==> config.mk <==
export PLATFORM = sky130hd
export DESIGN_NAME = radix_integer_to_text
export DESIGN_NICKNAME = d
export VERILOG_FILES = /design/src/design/rit_pkg.sv /design/src/design/rit_ram.sv /design/src/design/rit_div.sv /design/src/design/radix_integer_to_text.sv
export SDC_FILE = /design/constraint.sdc
export NUM_CORES = 1
export LEC_CHECK = 0
export BUFFER_PORTS_ARGS = -buffer_cell sky130_fd_sc_hd__buf_2
export CAP_MARGIN = 20
export CORE_MARGIN = 2
export CORE_UTILIZATION = 62
export CTS_CLUSTER_DIAMETER = 80
export DETAILED_ROUTE_END_ITERATION = 8
export PLACE_DENSITY_LB_ADDON = 0.05
export RECOVER_POWER = 50
export SETUP_SLACK_MARGIN = 0.4
export SKIP_CTS_REPAIR_TIMING = 1
export SYNTH_ARGS = -nofsm -noshare
export SYNTH_HDL_FRONTEND = slang
export SYNTH_SLANG_ARGS = --single-unit
export TNS_END_PERCENT = 100
==> constraint.sdc <==
create_clock -name clk_i -period 32.9 [get_ports clk_i]
set_clock_uncertainty 0.15 [all_clocks]
set_input_delay 6.58 -clock clk_i [delete_from_list [all_inputs] [get_ports clk_i]]
set_output_delay 6.58 -clock clk_i [all_outputs]
set_load 0.1 [all_outputs]
==> src/design/rit_pkg.sv <==
// Shared constants, types and the digit-to-ASCII function for the radix integer-to-text block.
package rit_pkg;

  localparam int unsigned FIELD_W     = 32;
  localparam int unsigned RADIX_W     = 5;
  localparam int unsigned FLAGS_W     = 2;
  localparam int unsigned CHAR_W      = 7;
  localparam int unsigned DIGIT_W     = 4;
  localparam int unsigned STORE_DEPTH = 32;
  localparam int unsigned STORE_AW    = $clog2(STORE_DEPTH);
  localparam int unsigned COUNT_W     = STORE_AW + 1;
  localparam int unsigned STEP_BITS   = 8;
  localparam int unsigned IN_TDATA_W  = 40;
  localparam int unsigned OUT_TDATA_W = 8;

  localparam logic [RADIX_W-1:0] RADIX_MIN = 5'd2;
  localparam logic [RADIX_W-1:0] RADIX_MAX = 5'd16;

  localparam int unsigned FLAG_UNSIGNED = 0;
  localparam int unsigned FLAG_LOWER    = 1;

  localparam logic [CHAR_W-1:0] CHAR_ZERO  = 7'h30;
  localparam logic [CHAR_W-1:0] CHAR_UPPER = 7'h41;
  localparam logic [CHAR_W-1:0] CHAR_LOWER = 7'h61;
  localparam logic [CHAR_W-1:0] CHAR_MINUS = 7'h2D;

  typedef struct packed {
    logic               done;
    logic [DIGIT_W-1:0] rem;
  } div_rsp_t;

  function automatic logic [CHAR_W-1:0] digit_char(input logic [DIGIT_W-1:0] d,
                                                   input logic lower);
    logic [CHAR_W-1:0] dx;
    dx = CHAR_W'(d);
    if (d < 4'd10) begin
      return CHAR_ZERO + dx;
    end
    return (lower ? CHAR_LOWER : CHAR_UPPER) + dx - 7'd10;
  endfunction

endpackage

==> src/design/rit_ram.sv <==
// Generic single-write, single-read RAM with registered read data.
module rit_ram #(
  parameter int unsigned WIDTH = 4,
  parameter int unsigned DEPTH = 32
) (
  input  logic                     clk_i,
  input  logic                     we_i,
  input  logic [$clog2(DEPTH)-1:0] waddr_i,
  input  logic [WIDTH-1:0]         wdata_i,
  input  logic                     re_i,
  input  logic [$clog2(DEPTH)-1:0] raddr_i,
  output logic [WIDTH-1:0]         rdata_o
);

  logic [WIDTH-1:0] mem_q [DEPTH];
  logic [WIDTH-1:0] rdata_q;

  always_ff @(posedge clk_i) begin
    if (we_i) begin
      mem_q[waddr_i] <= wdata_i;
    end
    if (re_i) begin
      rdata_q <= mem_q[raddr_i];
    end
  end

  assign rdata_o = rdata_q;

endmodule

==> src/design/rit_div.sv <==
// Iterative restoring divider: wide dividend by a small base, several quotient bits per cycle.
module rit_div #(
  parameter int unsigned DIV_W = 32
) (
  input  logic                          clk_i,
  input  logic                          rst_ni,
  input  logic                          start_i,
  input  logic [DIV_W-1:0]              dividend_i,
  input  logic [rit_pkg::RADIX_W-1:0]   divisor_i,
  output logic [DIV_W-1:0]              quotient_o,
  output rit_pkg::div_rsp_t             rsp_o
);
  import rit_pkg::*;

  localparam int unsigned CHUNKS = DIV_W / STEP_BITS;
  localparam int unsigned LEFT_W = $clog2(CHUNKS + 1);

  logic                 busy_q, busy_d;
  logic [LEFT_W-1:0]    left_q, left_d;
  logic                 done_q, done_d;
  logic [DIV_W-1:0]     quo_q, quo_d;
  logic [DIGIT_W-1:0]   rem_q, rem_d;
  logic [STEP_BITS-1:0] qbits;
  logic [DIGIT_W-1:0]   rem_next;

  always_comb begin
    logic [DIGIT_W-1:0] r;
    logic [DIGIT_W:0]   t;
    r     = rem_q;
    qbits = '0;
    for (int k = 0; k < STEP_BITS; k++) begin
      t = {r, quo_q[DIV_W-1-k]};
      if (t >= divisor_i) begin
        t = t - divisor_i;
        qbits[STEP_BITS-1-k] = 1'b1;
      end
      r = t[DIGIT_W-1:0];
    end
    rem_next = r;
  end

  always_comb begin
    busy_d = busy_q;
    left_d = left_q;
    done_d = 1'b0;
    quo_d  = quo_q;
    rem_d  = rem_q;
    if (start_i) begin
      busy_d = 1'b1;
      left_d = LEFT_W'(CHUNKS);
      quo_d  = dividend_i;
      rem_d  = '0;
    end else if (busy_q) begin
      quo_d  = (quo_q << STEP_BITS) | DIV_W'(qbits);
      rem_d  = rem_next;
      left_d = left_q - 1'b1;
      if (left_q == LEFT_W'(1)) begin
        busy_d = 1'b0;
        done_d = 1'b1;
      end
    end
  end

  always_ff @(posedge clk_i or negedge rst_ni) begin
    if (!rst_ni) begin
      busy_q <= 1'b0;
      left_q <= '0;
      done_q <= 1'b0;
    end else begin
      busy_q <= busy_d;
      left_q <= left_d;
      done_q <= done_d;
    end
  end

  always_ff @(posedge clk_i) begin
    quo_q <= quo_d;
    rem_q <= rem_d;
  end

  assign quotient_o = quo_q;
  assign rsp_o      = '{done: done_q, rem: rem_q};

endmodule

==> src/design/radix_integer_to_text.sv <==
// Top level of the radix integer-to-text converter: sequencer, digit store and output register.
//
//   port group  dir  tdata fields (low bit up)                          tlast
//   s_axis      in   value[31:0] radix[36:32] format_flags[38:37] pad  -
//   m_axis      out  text_char[6:0] pad                                 last_char
//
// Each digit takes one pass of the shared divider, at most 32 digits; then
// one character per cycle, while the output is not stalled, leaves through the
// digit RAM read stage and the output register, '-' first for a negative value in signed mode.
// Reset clears the sequencer and the output valid; the digit RAM needs no clearing.
// A stalled output holds the word and the read stage; input is ready only when idle.
module radix_integer_to_text #(
  parameter int unsigned VALUE_BITS = rit_pkg::FIELD_W
) (
  input  logic                               clk_i,
  input  logic                               rst_ni,
  input  logic                               s_axis_tvalid_i,
  output logic                               s_axis_tready_o,
  // value[31:0], radix[36:32], format_flags[38:37], zero [39]
  input  logic [rit_pkg::IN_TDATA_W-1:0]     s_axis_tdata_i,
  output logic                               m_axis_tvalid_o,
  input  logic                               m_axis_tready_i,
  // text_char[6:0], zero [7]
  output logic [rit_pkg::OUT_TDATA_W-1:0]    m_axis_tdata_o,
  output logic                               m_axis_tlast_o
);
  import rit_pkg::*;

  localparam int unsigned MAG_W    = (VALUE_BITS < FIELD_W) ? VALUE_BITS : FIELD_W;
  localparam bit          HAS_SIGN = (VALUE_BITS <= FIELD_W);
  localparam int unsigned DIV_W    = ((MAG_W + STEP_BITS - 1) / STEP_BITS) * STEP_BITS;

  localparam logic [2:0] S_IDLE  = 3'd0;
  localparam logic [2:0] S_START = 3'd1;
  localparam logic [2:0] S_DIV   = 3'd2;
  localparam logic [2:0] S_SIGN  = 3'd3;
  localparam logic [2:0] S_EMIT  = 3'd4;

  logic [2:0]          state_q, state_d;
  logic [DIV_W-1:0]    mag_q, mag_d;
  logic [RADIX_W-1:0]  base_q, base_d;
  logic                neg_q, neg_d;
  logic                lower_q, lower_d;
  logic [COUNT_W-1:0]  cnt_q, cnt_d;
  logic [STORE_AW-1:0] rd_idx_q, rd_idx_d;
  logic [COUNT_W-1:0]  rd_left_q, rd_left_d;
  logic                pend_q, pend_d;
  logic                pend_last_q, pend_last_d;
  logic                out_valid_q, out_valid_d;
  logic [CHAR_W-1:0]   out_char_q, out_char_d;
  logic                out_last_q, out_last_d;

  logic [FIELD_W-1:0]  in_value;
  logic [RADIX_W-1:0]  in_radix;
  logic [FLAGS_W-1:0]  in_flags;
  logic [MAG_W-1:0]    vm;
  logic                in_neg;
  logic                accept;
  logic                out_free;
  logic                issue;
  logic                div_start;
  logic [DIV_W-1:0]    quotient;
  div_rsp_t            div_rsp;
  logic                ram_we;
  logic [DIGIT_W-1:0]  ram_rdata;

  assign in_value = s_axis_tdata_i[FIELD_W-1:0];
  assign in_radix = s_axis_tdata_i[FIELD_W+RADIX_W-1:FIELD_W];
  assign in_flags = s_axis_tdata_i[FIELD_W+RADIX_W+FLAGS_W-1:FIELD_W+RADIX_W];
  assign vm       = in_value[MAG_W-1:0];
  assign in_neg   = HAS_SIGN && !in_flags[FLAG_UNSIGNED] && vm[MAG_W-1];

  assign s_axis_tready_o = (state_q == S_IDLE);
  assign accept          = s_axis_tvalid_i && s_axis_tready_o;
  assign out_free        = !out_valid_q || m_axis_tready_i;
  assign issue           = (state_q == S_EMIT) && (rd_left_q != '0) && (!pend_q || out_free);
  assign div_start       = (state_q == S_START);
  assign ram_we          = (state_q == S_DIV) && div_rsp.done;

  rit_div #(
    .DIV_W (DIV_W)
  ) u_div (
    .clk_i      (clk_i),
    .rst_ni     (rst_ni),
    .start_i    (div_start),
    .dividend_i (mag_q),
    .divisor_i  (base_q),
    .quotient_o (quotient),
    .rsp_o      (div_rsp)
  );

  rit_ram #(
    .WIDTH (DIGIT_W),
    .DEPTH (STORE_DEPTH)
  ) u_store (
    .clk_i   (clk_i),
    .we_i    (ram_we),
    .waddr_i (cnt_q[STORE_AW-1:0]),
    .wdata_i (div_rsp.rem),
    .re_i    (issue),
    .raddr_i (rd_idx_q),
    .rdata_o (ram_rdata)
  );

  always_comb begin
    state_d     = state_q;
    mag_d       = mag_q;
    base_d      = base_q;
    neg_d       = neg_q;
    lower_d     = lower_q;
    cnt_d       = cnt_q;
    rd_idx_d    = rd_idx_q;
    rd_left_d   = rd_left_q;
    pend_d      = pend_q;
    pend_last_d = pend_last_q;
    out_valid_d = out_valid_q && !m_axis_tready_i;
    out_char_d  = out_char_q;
    out_last_d  = out_last_q;

    case (state_q)
      S_IDLE: begin
        if (accept) begin
          if (in_radix < RADIX_MIN) begin
            base_d = RADIX_MIN;
          end else if (in_radix > RADIX_MAX) begin
            base_d = RADIX_MAX;
          end else begin
            base_d = in_radix;
          end
          neg_d   = in_neg;
          lower_d = in_flags[FLAG_LOWER];
          mag_d   = DIV_W'(in_neg ? (MAG_W'(0) - vm) : vm);
          cnt_d   = '0;
          state_d = S_START;
        end
      end
      S_START: begin
        state_d = S_DIV;
      end
      S_DIV: begin
        if (div_rsp.done) begin
          mag_d = quotient;
          cnt_d = cnt_q + 1'b1;
          if ((quotient == '0) || (cnt_q == COUNT_W'(STORE_DEPTH - 1))) begin
            rd_idx_d  = cnt_q[STORE_AW-1:0];
            rd_left_d = cnt_q + 1'b1;
            state_d   = neg_q ? S_SIGN : S_EMIT;
          end else begin
            state_d = S_START;
          end
        end
      end
      S_SIGN: begin
        if (out_free) begin
          out_valid_d = 1'b1;
          out_char_d  = CHAR_MINUS;
          out_last_d  = 1'b0;
          state_d     = S_EMIT;
        end
      end
      S_EMIT: begin
        if (pend_q && out_free) begin
          out_valid_d = 1'b1;
          out_char_d  = digit_char(ram_rdata, lower_q);
          out_last_d  = pend_last_q;
          pend_d      = 1'b0;
        end
        if (issue) begin
          pend_d      = 1'b1;
          pend_last_d = (rd_left_q == COUNT_W'(1));
          rd_idx_d    = rd_idx_q - 1'b1;
          rd_left_d   = rd_left_q - 1'b1;
        end
        if ((rd_left_q == '0) && (!pend_q || out_free)) begin
          state_d = S_IDLE;
        end
      end
      default: begin
        state_d = S_IDLE;
      end
    endcase
  end

  always_ff @(posedge clk_i or negedge rst_ni) begin
    if (!rst_ni) begin
      state_q     <= S_IDLE;
      cnt_q       <= '0;
      rd_left_q   <= '0;
      pend_q      <= 1'b0;
      out_valid_q <= 1'b0;
    end else begin
      state_q     <= state_d;
      cnt_q       <= cnt_d;
      rd_left_q   <= rd_left_d;
      pend_q      <= pend_d;
      out_valid_q <= out_valid_d;
    end
  end

  always_ff @(posedge clk_i) begin
    mag_q       <= mag_d;
    base_q      <= base_d;
    neg_q       <= neg_d;
    lower_q     <= lower_d;
    rd_idx_q    <= rd_idx_d;
    pend_last_q <= pend_last_d;
    out_char_q  <= out_char_d;
    out_last_q  <= out_last_d;
  end

  assign m_axis_tvalid_o = out_valid_q;
  assign m_axis_tdata_o  = OUT_TDATA_W'(out_char_q);
  assign m_axis_tlast_o  = out_last_q;

  a_done_in_div: assert property (@(posedge clk_i) disable iff (!rst_ni)
    div_rsp.done |-> (state_q == S_DIV))
    else $error("divider done outside the divide state");

  a_pend_in_emit: assert property (@(posedge clk_i) disable iff (!rst_ni)
    pend_q |-> (state_q == S_EMIT))
    else $error("digit read pending outside the emit state");

  a_idle_drained: assert property (@(posedge clk_i) disable iff (!rst_ni)
    (state_q == S_IDLE) |-> (rd_left_q == '0) && !pend_q)
    else $error("idle with digits left to send");

  a_count_bound: assert property (@(posedge clk_i) disable iff (!rst_ni)
    cnt_q <= COUNT_W'(STORE_DEPTH))
    else $error("digit count beyond store depth");

endmodule
After elaboration in Yosys (flattened, before gate mapping)
Memory sizes are Yosys's and may differ from the RTL's. A register that Yosys moved wholly into a read port is not among the register bits.
Cells that the tools add are included.
{"block": "totals", "reg_bits": 111, "mem_bits_rw": 128, "in_bits": 44, "out_inout_bits": 11, "elab_cells": 162, "mem_count": 1}
{"block": "op_classes", "add_sub_neg": 16, "magnitude_cmp": 11, "eq_ne": 14, "mux": 68, "n_bitwise": 1, "n_reduce_logical": 32}
{"name": "u_store.mem_q", "words": 32, "word_bits": 4, "read_ports": 1, "rd_ports_with_merged_regs": 1, "write_ports": 1, "line_no": "rit_ram.sv:15", "source": "logic [WIDTH-1:0] mem_q [DEPTH];"}
{"operator": "$mux 32", "n": 5}
{"operator": "$pmux 32 s2", "n": 1}
{"operator": "$ge 5x5->1", "n": 8}
{"operator": "$mux 6", "n": 6}
{"operator": "$logic_not 32->1", "n": 1}
{"operator": "$mux 4", "n": 8}
{"operator": "$or 32x8->32", "n": 1}
{"operator": "$sub 1x32->32 const A", "n": 1}
{"operator": "$sub 4x4->4", "n": 8}
{"operator": "$mux 7", "n": 4}
{"operator": "$mux 1", "n": 25}
{"operator": "$mux 3", "n": 8}
{"operator": "$pmux 6 s2", "n": 2}
{"operator": "$mux 5", "n": 4}
{"operator": "$pmux 3 s5", "n": 1}
{"operator": "$pmux 7 s2", "n": 1}
{"operator": "$ne 2x1->1 const B", "n": 5}
{"operator": "$pmux 5 s2", "n": 1}
{"operator": "$reduce_bool 2->1", "n": 5}
{"operator": "$logic_and 1x1->1", "n": 8}
{"operator": "$reduce_and 4->1", "n": 2}
{"operator": "$add 6x4->7 const A", "n": 1}
{"operator": "$add 7x4->7", "n": 1}
{"operator": "$sub 7x4->7 const B", "n": 1}
{"operator": "other kinds (22)", "n": 34}

Depth between registers and ports, before layout
Gate-level depths: netlist of run 1.
{"block": "logic_depth", "ltp_word": 19, "mapped_depth": 51, "ltp_nobuf": 51}

Cells and area by module
A second synthesis of run 1 with hierarchy kept.
{"block": "unflattened", "cells_unflattened": 985, "area_unflattened_um2": 12857.3}
{"module": "rit_ram", "instances": 1, "cells_each": 231, "area_per_inst_um2": 5178.7, "seq_area_each_um2": 3963.8}
{"module": "radix_integer_to_text", "instances": 1, "cells_each": 417, "area_per_inst_um2": 4115.2, "seq_area_each_um2": 2016.9}
{"module": "rit_div", "instances": 1, "cells_each": 337, "area_per_inst_um2": 3563.4, "seq_area_each_um2": 1166.1}

Least setup slack after synthesis of run 1
Ideal clock, no wire load.
{"block": "synth_path", "path_type": "reg-to-reg", "startpoint": "register base_q[1]", "endpoint": "register u_div.rem_q[2]", "setup_time_ps": 91, "arrival_ps": 10726, "required_ps": 32659, "slack_ps": 21933, "path_stages_with_launch": 49, "n_path_buf": 0, "synth_period_minus_slack_ps": 10967, "path_cell_list": "edfxtp_1 -> inv_1 -> ha_1 -> nor2b_1 -> o31a_1 -> o31a_1 -> o31ai_1 -> inv_1 -> ha_1 -> nand2_1 -> o21ai_0 -> nand3_1 -> nand2_1 -> mux2_2 -> inv_1 -> ha_1 -> o21a_1 -> o31a_1 -> [... 13 more ...] -> mux2_2 -> ha_1 -> o21a_1 -> o31a_1 -> o22ai_2 -> mux2_2 -> o31ai_1 -> ha_1 -> o21a_1 -> o31a_1 -> o22ai_1 -> mux2i_1 -> ha_1 -> nand2_1 -> o21ai_0 -> a31oi_1 -> o22ai_1 -> a311oi_1"}
{"block": "synth_via", "elab_chain_len": 16, "word_cells_on_any_way": 24, "cone_classes": "add/sub: 8; order compare: 8; mux: 8"}
{"element": "start, declared", "line_no": "radix_integer_to_text.sv:41", "source": "logic [RADIX_W-1:0] base_q, base_d;"}
{"element": "start signal, assigned", "line_no": "radix_integer_to_text.sv:202", "source": "base_q <= base_d;"}
{"element": "$sub 4x4->4 or $ge 5x5->1 (tied branches)", "line_no": "rit_div.sv:34, rit_div.sv:33"}
{"element": "$mux 4", "line_no": "rit_div.sv:33", "source": "if (t >= divisor_i) begin"}
{"element": "$sub 4x4->4 or $ge 5x5->1 (tied branches)", "line_no": "rit_div.sv:34, rit_div.sv:33"}
{"element": "$mux 4", "line_no": "rit_div.sv:33"}
{"element": "$sub 4x4->4 or $ge 5x5->1 (tied branches)", "line_no": "rit_div.sv:34, rit_div.sv:33"}
{"element": "$mux 4", "line_no": "rit_div.sv:33"}
{"element": "$ge 5x5->1 or $sub 4x4->4 (tied branches)", "line_no": "rit_div.sv:33, rit_div.sv:34"}
{"element": "$mux 4", "line_no": "rit_div.sv:33"}
{"element": "$sub 4x4->4 or $ge 5x5->1 (tied branches)", "line_no": "rit_div.sv:34, rit_div.sv:33"}
{"element": "$mux 4", "line_no": "rit_div.sv:33"}
{"element": "$sub 4x4->4 or $ge 5x5->1 (tied branches)", "line_no": "rit_div.sv:34, rit_div.sv:33"}
{"element": "$mux 4", "line_no": "rit_div.sv:33"}
{"element": "$ge 5x5->1 or $sub 4x4->4 (tied branches)", "line_no": "rit_div.sv:33, rit_div.sv:34"}
{"element": "$mux 4", "line_no": "rit_div.sv:33"}
{"element": "$sub 4x4->4 or $ge 5x5->1 (tied branches)", "line_no": "rit_div.sv:34, rit_div.sv:33"}
{"element": "$mux 4 (*)", "line_no": "rit_div.sv:33"}
{"element": "end signal, assigned", "line_no": "rit_div.sv:78", "source": "rem_q <= rem_d;"}
{"element": "end, declared", "line_no": "rit_div.sv:22", "source": "logic [DIGIT_W-1:0] rem_q, rem_d;"}
Every way passes the cells marked *; elsewhere a longest branch is shown, timed or not.
A chain may end at the register's enable or synchronous reset.

Worst setup path after layout of run 1
Ends and elaborated chain as after synthesis.

==> results.json, run 1 <==
{
  "cpMaxStageDelayCell": "edfxtp_1",
  "clock-sinks": 243,
  "synth.ff_latch_count": 243,
  "r2r_cells": 45,
  "clock-root-buffer": "clkbuf_16",
  "synth_top_area_share_pct": 51.30,
  "worst-setup-path-type": "flop to flop",
  "fp-row-count": 52,
  "finalCritPeriodShare_pct": 40.02,
  "synthFlopType": "edfxtp_1",
  "port_buffers": 52,
  "area_growth_syn_to_layout_pct": 9.860,
  "hp-class": "flop to flop",
  "fillCellCount": 1466,
  "syn_area_per_cell_um2": 12.19,
  "rsz0062_at_grt": "no",
  "drt_first_pass_iters": 5,
  "period_minus_slack_ns": 13.17,
  "worstMarginPinSlew_ns": 2.752,
  "wl_um": 26900,
  "htree_num_levels": 1,
  "vias": 8200,
  "whs_path_depth": 1,
  "start_kind": "flop",
  "top_layer": "met4",
  "synth_area_leaders": "edfxtp_1 (51%), mux4_2 (7.1%), ha_1 (5.0%)",
  "numCtsBuffers": 25,
  "cts.path.max_buffers": 3,
  "crit_required_ns": 33.14,
  "place_area_um2": 13190,
  "drc": 0,
  "synth_top_area_cell": "edfxtp_1",
  "final_cells": 1378,
  "grt_start_max_net_pins": 66,
  "post-synth-top-count-cell": "edfxtp_1",
  "seq_area_frac_synth_pct": 56.26,
  "synth_edf_count": 217,
  "wl_met2_um": 13570,
  "grt_antenna_before_repair": 0,
  "overflow": 0,
  "setup_violations": 0,
  "wl_met3_um": 1335,
  "initial_core_util_pct": 62.98,
  "yosysWarnings": 0,
  "design_area_um2": 13950,
  "cap_violations": 7,
  "grt_usage_pct": 25.41,
  "syn_inst": 1042,
  "synth_commonest_cells": "edfxtp_1 (217), nand2_1 (161), nor2_1 (74), o21ai_0 (71), inv_1 (54)",
  "first_global_vias": 8073,
  "cp-end-kind": "flop",
  "synth_nets": 1145,
  "arrival_ns": 13.41,
  "cts_tree": "yes",
  "drive_gt1_share_pct": 14.26,
  "cts.reportedPaths.clkPinSlew_ns": 0.06,
  "wire_per_inst_um": 19.52,
  "num_io_pins": 55,
  "critPathMaxFanout": 10,
  "synth.distinct_cells": 68,
  "globalplace.congestion": 0.8319,
  "n_antenna_cell": 0,
  "max-slew-margin-rel_pct": -83.45,
  "multi_input_area_um2": 5156,
  "routed_via_density": 5.951,
  "drv_slew": 264,
  "critical-path-max-stage-delay_ns": 0.69,
  "dieArea_um2": 21650,
  "wl_met1_um": 11470,
  "placedCellCount": 1331,
  "postSynth.asyncResetShare_pct": 9.053,
  "regArea_um2": 7147,
  "clk_latency_ns": 0.53,
  "max_freq_ghz": 0.07594,
  "nets": 1192,
  "fin_setup_tns_ns": 0,
  "grt_pass1_wl_um": 43530,
  "initialDrtViolationCount": 676,
  "antenna_left": 0,
  "status": "finished with violations",
  "netlist_area_um2": 12700,
  "hold_viol_final": 0,
  "core-area_um2": 20170,
  "die_w_um": 147.1,
  "post-dp-hpwl_um": 18110,
  "die_h_um": 147.1,
  "violations": "max-capacitance violations, max-slew violations",
  "cpMostUsedCell": "ha_1"
}
## metal layers
layer / track usage [%] / vias to the layer above
met5: 0 / -
met4: 5.769 / 0
met3: 2.609 / 37
met2: 43.18 / 231
met1: 36.06 / 3973
li1: - / 3959
## stage by stage
stage / hold slack, ns / utilization (%) / setup slack (ns)
2_1_floorplan: 0.2905 / - / 21.93
3_3_place_gp: 0.3046 / 65.42 / 19.78
3_5_place_dp: 0.3246 / 65.42 / 19.62
4_1_cts: 0.3336 / 69.39 / 19.61
5_1_grt: 0.3467 / 69.19 / 18.57
6_report: 0.3363 / 69.19 / 19.73
## cells by family after synthesis
| group | count (synthesis) | synth area share, % |
|---|---|---|
| other cells | 1 | 0.02952 |
| compound gates | 191 | 9.653 |
| simple gates | 340 | 12.29 |
| xor+xnor | 49 | 3.379 |
| mux | 62 | 8.954 |
| flops | 243 | 56.26 |
| buf+inv | 97 | 3.142 |
| fa+ha+maj | 59 | 6.284 |
## final cells by class
cell class / count / share of cell area, %
Clock buffer: 30 / 4.618
Sequential cell: 243 / 51.22
Clock inverter: 16 / 1.130
Tap cell: 270 / 2.421
Inverter: 54 / 1.453
Timing Repair Buffer: 63 / 2.215
Multi-Input combinational cell: 702 / 36.95
## worst paths after layout
kind | from | endpoint | slack, ns
max in group asynchronous | rst_ni | cnt_q[1] | 26.36
min reg2reg | u_div.left_q[2] | u_div.done_q | 0.34
min | u_div.left_q[2] | u_div.done_q | 0.34
max | base_q[1] | u_div.rem_q[2] | 19.73
max reg2reg | base_q[1] | u_div.rem_q[2] | 19.73
min in group asynchronous | rst_ni | pend_q | 5.87
## state kept, by name, indices dropped and copies added, names as in the netlist, 3 cells and up
| name | flops |
|---|---|
| u_div.quotient_o | 32 |
| u_div.left_q | 3 |
| state_q | 3 |
| u_store.rdata_o | 4 |
| rd_left_q | 6 |
| mag_q | 32 |
| u_store.mem_q | 128 |
| cnt_q | 6 |
| u_div.rem_q | 4 |
| rd_idx_q | 5 |
| base_q | 5 |
| out_char_q | 7 |
## cell usage in the layout, fill, tap and decap left out, drive strengths merged, types with 28 or more instances in the layout
master and count:
edfxtp 217, nand2 161, o21ai 78, nor2 74, inv 56, buf 54, ha 51, mux4 40
a21oi 39, clkbuf 39, xnor2 28
## critical path, delay by kind of cell, from the launching register on
kind,cells,cell delay (ns)
AO/OA/AOI/OAI,22,5.69
adder cells (fa/ha/maj),8,2.42
multiplexers,5,2.05
buffers and inverters,2,0.47
flip-flops,1,0.69
AND/OR/NAND/NOR,8,1.55
Power of run 1 is not shown: default switching activity piles up to over one toggle a cycle in this logic, so the estimate is an artifact.
==> inputs of run 2 (changes only) <==
ABC_AREA = 1   (was unset)
CORE_UTILIZATION = 56   (was 62)
clock period = 12.1 ns   (was 32.9 ns; I/O delays follow)
==> run 2 against run 1 <==
- the flow still finishes with violations (max-capacitance violations, max-slew violations)
- via count up 25%
- area after synthesis grew 5.6%
- flip-flop and latch count did not move
- count of clock-buffer cells in the layout rose by 12
- global-route usage is 1.0 points lower
- core utilization decreased by 6.5 points
- fmax increased by 23%
- cell count grew 36%
==> results.json, run 2 <==
{
  "status": "finished with violations",
  "violations": "max-capacitance violations, max-slew violations",
  "cts.path.max_buffers": 3,
  "postSynth.asyncResetShare_pct": 9.053,
  "finalCritPeriodShare_pct": 88.13,
  "post-synth-top-count-cell": "nand2_1",
  "area_growth_syn_to_layout_pct": 9.728,
  "core-area_um2": 23470,
  "netlist_area_um2": 13410,
  "largest_reg_flops": 128,
  "crit_family": "simple AND/OR/NAND/NOR gates",
  "vias": 10280,
  "hp-class": "flop to flop",
  "max-slew-margin-rel_pct": -79.28,
  "period_minus_slack_ns": 10.66,
  "fp-row-count": 56,
  "synth.distinct_cells": 54,
  "drc": 0,
  "pre_cts_slack_ns": 1.102,
  "cts_tree": "yes",
  "cpMostUsedCell": "nand2_1",
  "rsz0062_at_grt": "no",
  "cap_violations": 7,
  "synth_top_area_cell": "edfxtp_1",
  "hp-start": "u_div.left_q[1]",
  "grt_pass1_wl_um": 49690,
  "critPathMaxFanout": 8,
  "fin_setup_tns_ns": 0,
  "synth_edf_count": 217,
  "htree_num_levels": 1,
  "syn_inst": 1488,
  "nets": 1638,
  "cp-end-kind": "flop",
  "post-dp-hpwl_um": 21070,
  "crit_required_ns": 12.15,
  "cpMaxStageDelayCell": "ha_1",
  "start_kind": "flop",
  "syn_area_per_cell_um2": 9.015,
  "cts.reportedPaths.clkPinSlew_ns": 0.06,
  "clock-sinks": 243,
  "die_h_um": 158.8,
  "drt_first_pass_iters": 6,
  "setup_violations": 0,
  "hold_viol_final": 0,
  "clk_latency_ns": 0.55,
  "wl_um": 30800,
  "yosysWarnings": 0,
  "die_w_um": 158.8,
  "overflow": 0,
  "largest-register": "u_store.mem_q",
  "grt_usage_pct": 24.37,
  "seq_area_frac_synth_pct": 53.28,
  "antenna_left": 0,
  "synth_commonest_cells": "nand2_1 (341), edfxtp_1 (217), nor2_1 (212), inv_1 (155), o21ai_0 (135)",
  "crit_buf_inv": 9,
  "worstMarginPinSlew_ns": 2.689,
  "initial_core_util_pct": 57.15,
  "most-common-layout-cells": "nand2_1 (342), edfxtp_1 (217), nor2_1 (212)",
  "arrival_ns": 10.71,
  "wire_per_inst_um": 16.43,
  "port_buffers": 52,
  "drive_gt1_share_pct": 8.033,
  "globalplace.congestion": 0.9349,
  "drv_slew": 321,
  "numCtsBuffers": 27,
  "first_global_vias": 9768,
  "rr_startpoint": "base_q[2]",
  "worst-setup-path-type": "flop to flop",
  "synthFlopType": "edfxtp_1",
  "n_antenna_cell": 0,
  "max_freq_ghz": 0.09378,
  "routed_via_density": 5.483,
  "num_io_pins": 55,
  "synth.ff_latch_count": 243,
  "initialDrtViolationCount": 886,
  "synth_top_area_share_pct": 48.58,
  "synth_nets": 1591,
  "critical-path-max-stage-delay_ns": 0.43,
  "rrSetupSlack_ns": 1.44,
  "final_common_cell": "nand2_1",
  "clock-root-buffer": "clkbuf_16",
  "grt_antenna_before_repair": 0,
  "synth_area_leaders": "edfxtp_1 (49%), nand2_1 (9.5%), nor2_1 (5.9%)",
  "dieArea_um2": 25210,
  "worstSetupStartpoint": "base_q[2]",
  "fin_ws_ns": 1.436,
  "grt_start_max_net_pins": 71
}
## run 2: cell count changes after synthesis, moves of 12 or more
cell,before,now
nand3_1,10,85
mux4_2,40,0
nor2b_1,12,0
inv_1,54,155
xnor2_1,28,12
nand4_1,7,24
o21ai_0,71,135
nand2_1,161,341
clkbuf_1,29,12
nor2_1,74,212
buf_2,3,26
mux2_2,13,0
o22ai_1,2,14
## run 2: layer usage
metal	global-route usage (%)	part of all wire, %
met3	2.586	6.1
met2	42.60	50
met5	0	0
met4	6.339	2.3
met1	32.59	42
## run 2: per-stage QoR
step | cell area, um^2 | hold WS [ns] | utilization, % | instances
3_3_place_gp | 13930 | 0.3143 | 59.34 | 1823
4_1_cts | 14760 | 0.3327 | 62.89 | 1873
2_1_floorplan | 13410 | 0.2940 | - | 1488
6_report | 14720 | 0.3313 | 62.71 | 1875
5_1_grt | 14720 | 0.3890 | 62.71 | 1875
3_5_place_dp | 13930 | 0.3109 | 59.34 | 1823
## run 2: cells by family after synthesis
logic type / Yosys count / share of synthesized area, %
AOI/OAI and AO/OA: 228 / 9.458
xor gates and xnor gates: 36 / 2.351
adders and majority gates: 59 / 5.951
buffers and inverters: 213 / 6.511
DFF: 243 / 53.28
other: 1 / 0.02796
and+or+nand+nor: 708 / 22.42
## run 2: layout make-up
class	count	area, um^2
Timing Repair Buffer	66	335.3
Tap cell	319	399.1
Sequential cell	243	7147
Multi-Input combinational cell	1032	5379
Clock buffer	42	772.0
Clock inverter	8	62.56
Inverter	165	624.3
Fill cell	2020	8753
## run 2: worst register-to-register path, delay by kind of cell (launching register included)
family	cells	cell delay [ns]
simple gates	36	4.38
flops	1	0.37
compound gates	10	1.64
buf+inv	9	1.21
fa+ha+maj	8	2.61
## run 2: path summary, 6_finish.rpt
| path | endpoint | cells after the start |
|---|---|---|
| min in group asynchronous | rd_left_q[5] | 1 |
| setup / recovery | u_div.quotient_o[0] | 63 |
| hold reg to reg | u_div.left_q[1] | 2 |
| hold / removal | u_div.left_q[1] | 2 |
| max in group asynchronous | cnt_q[1] | 1 |
| setup reg to reg | u_div.quotient_o[0] | 63 |
Power of run 2 is left out for the same reason.
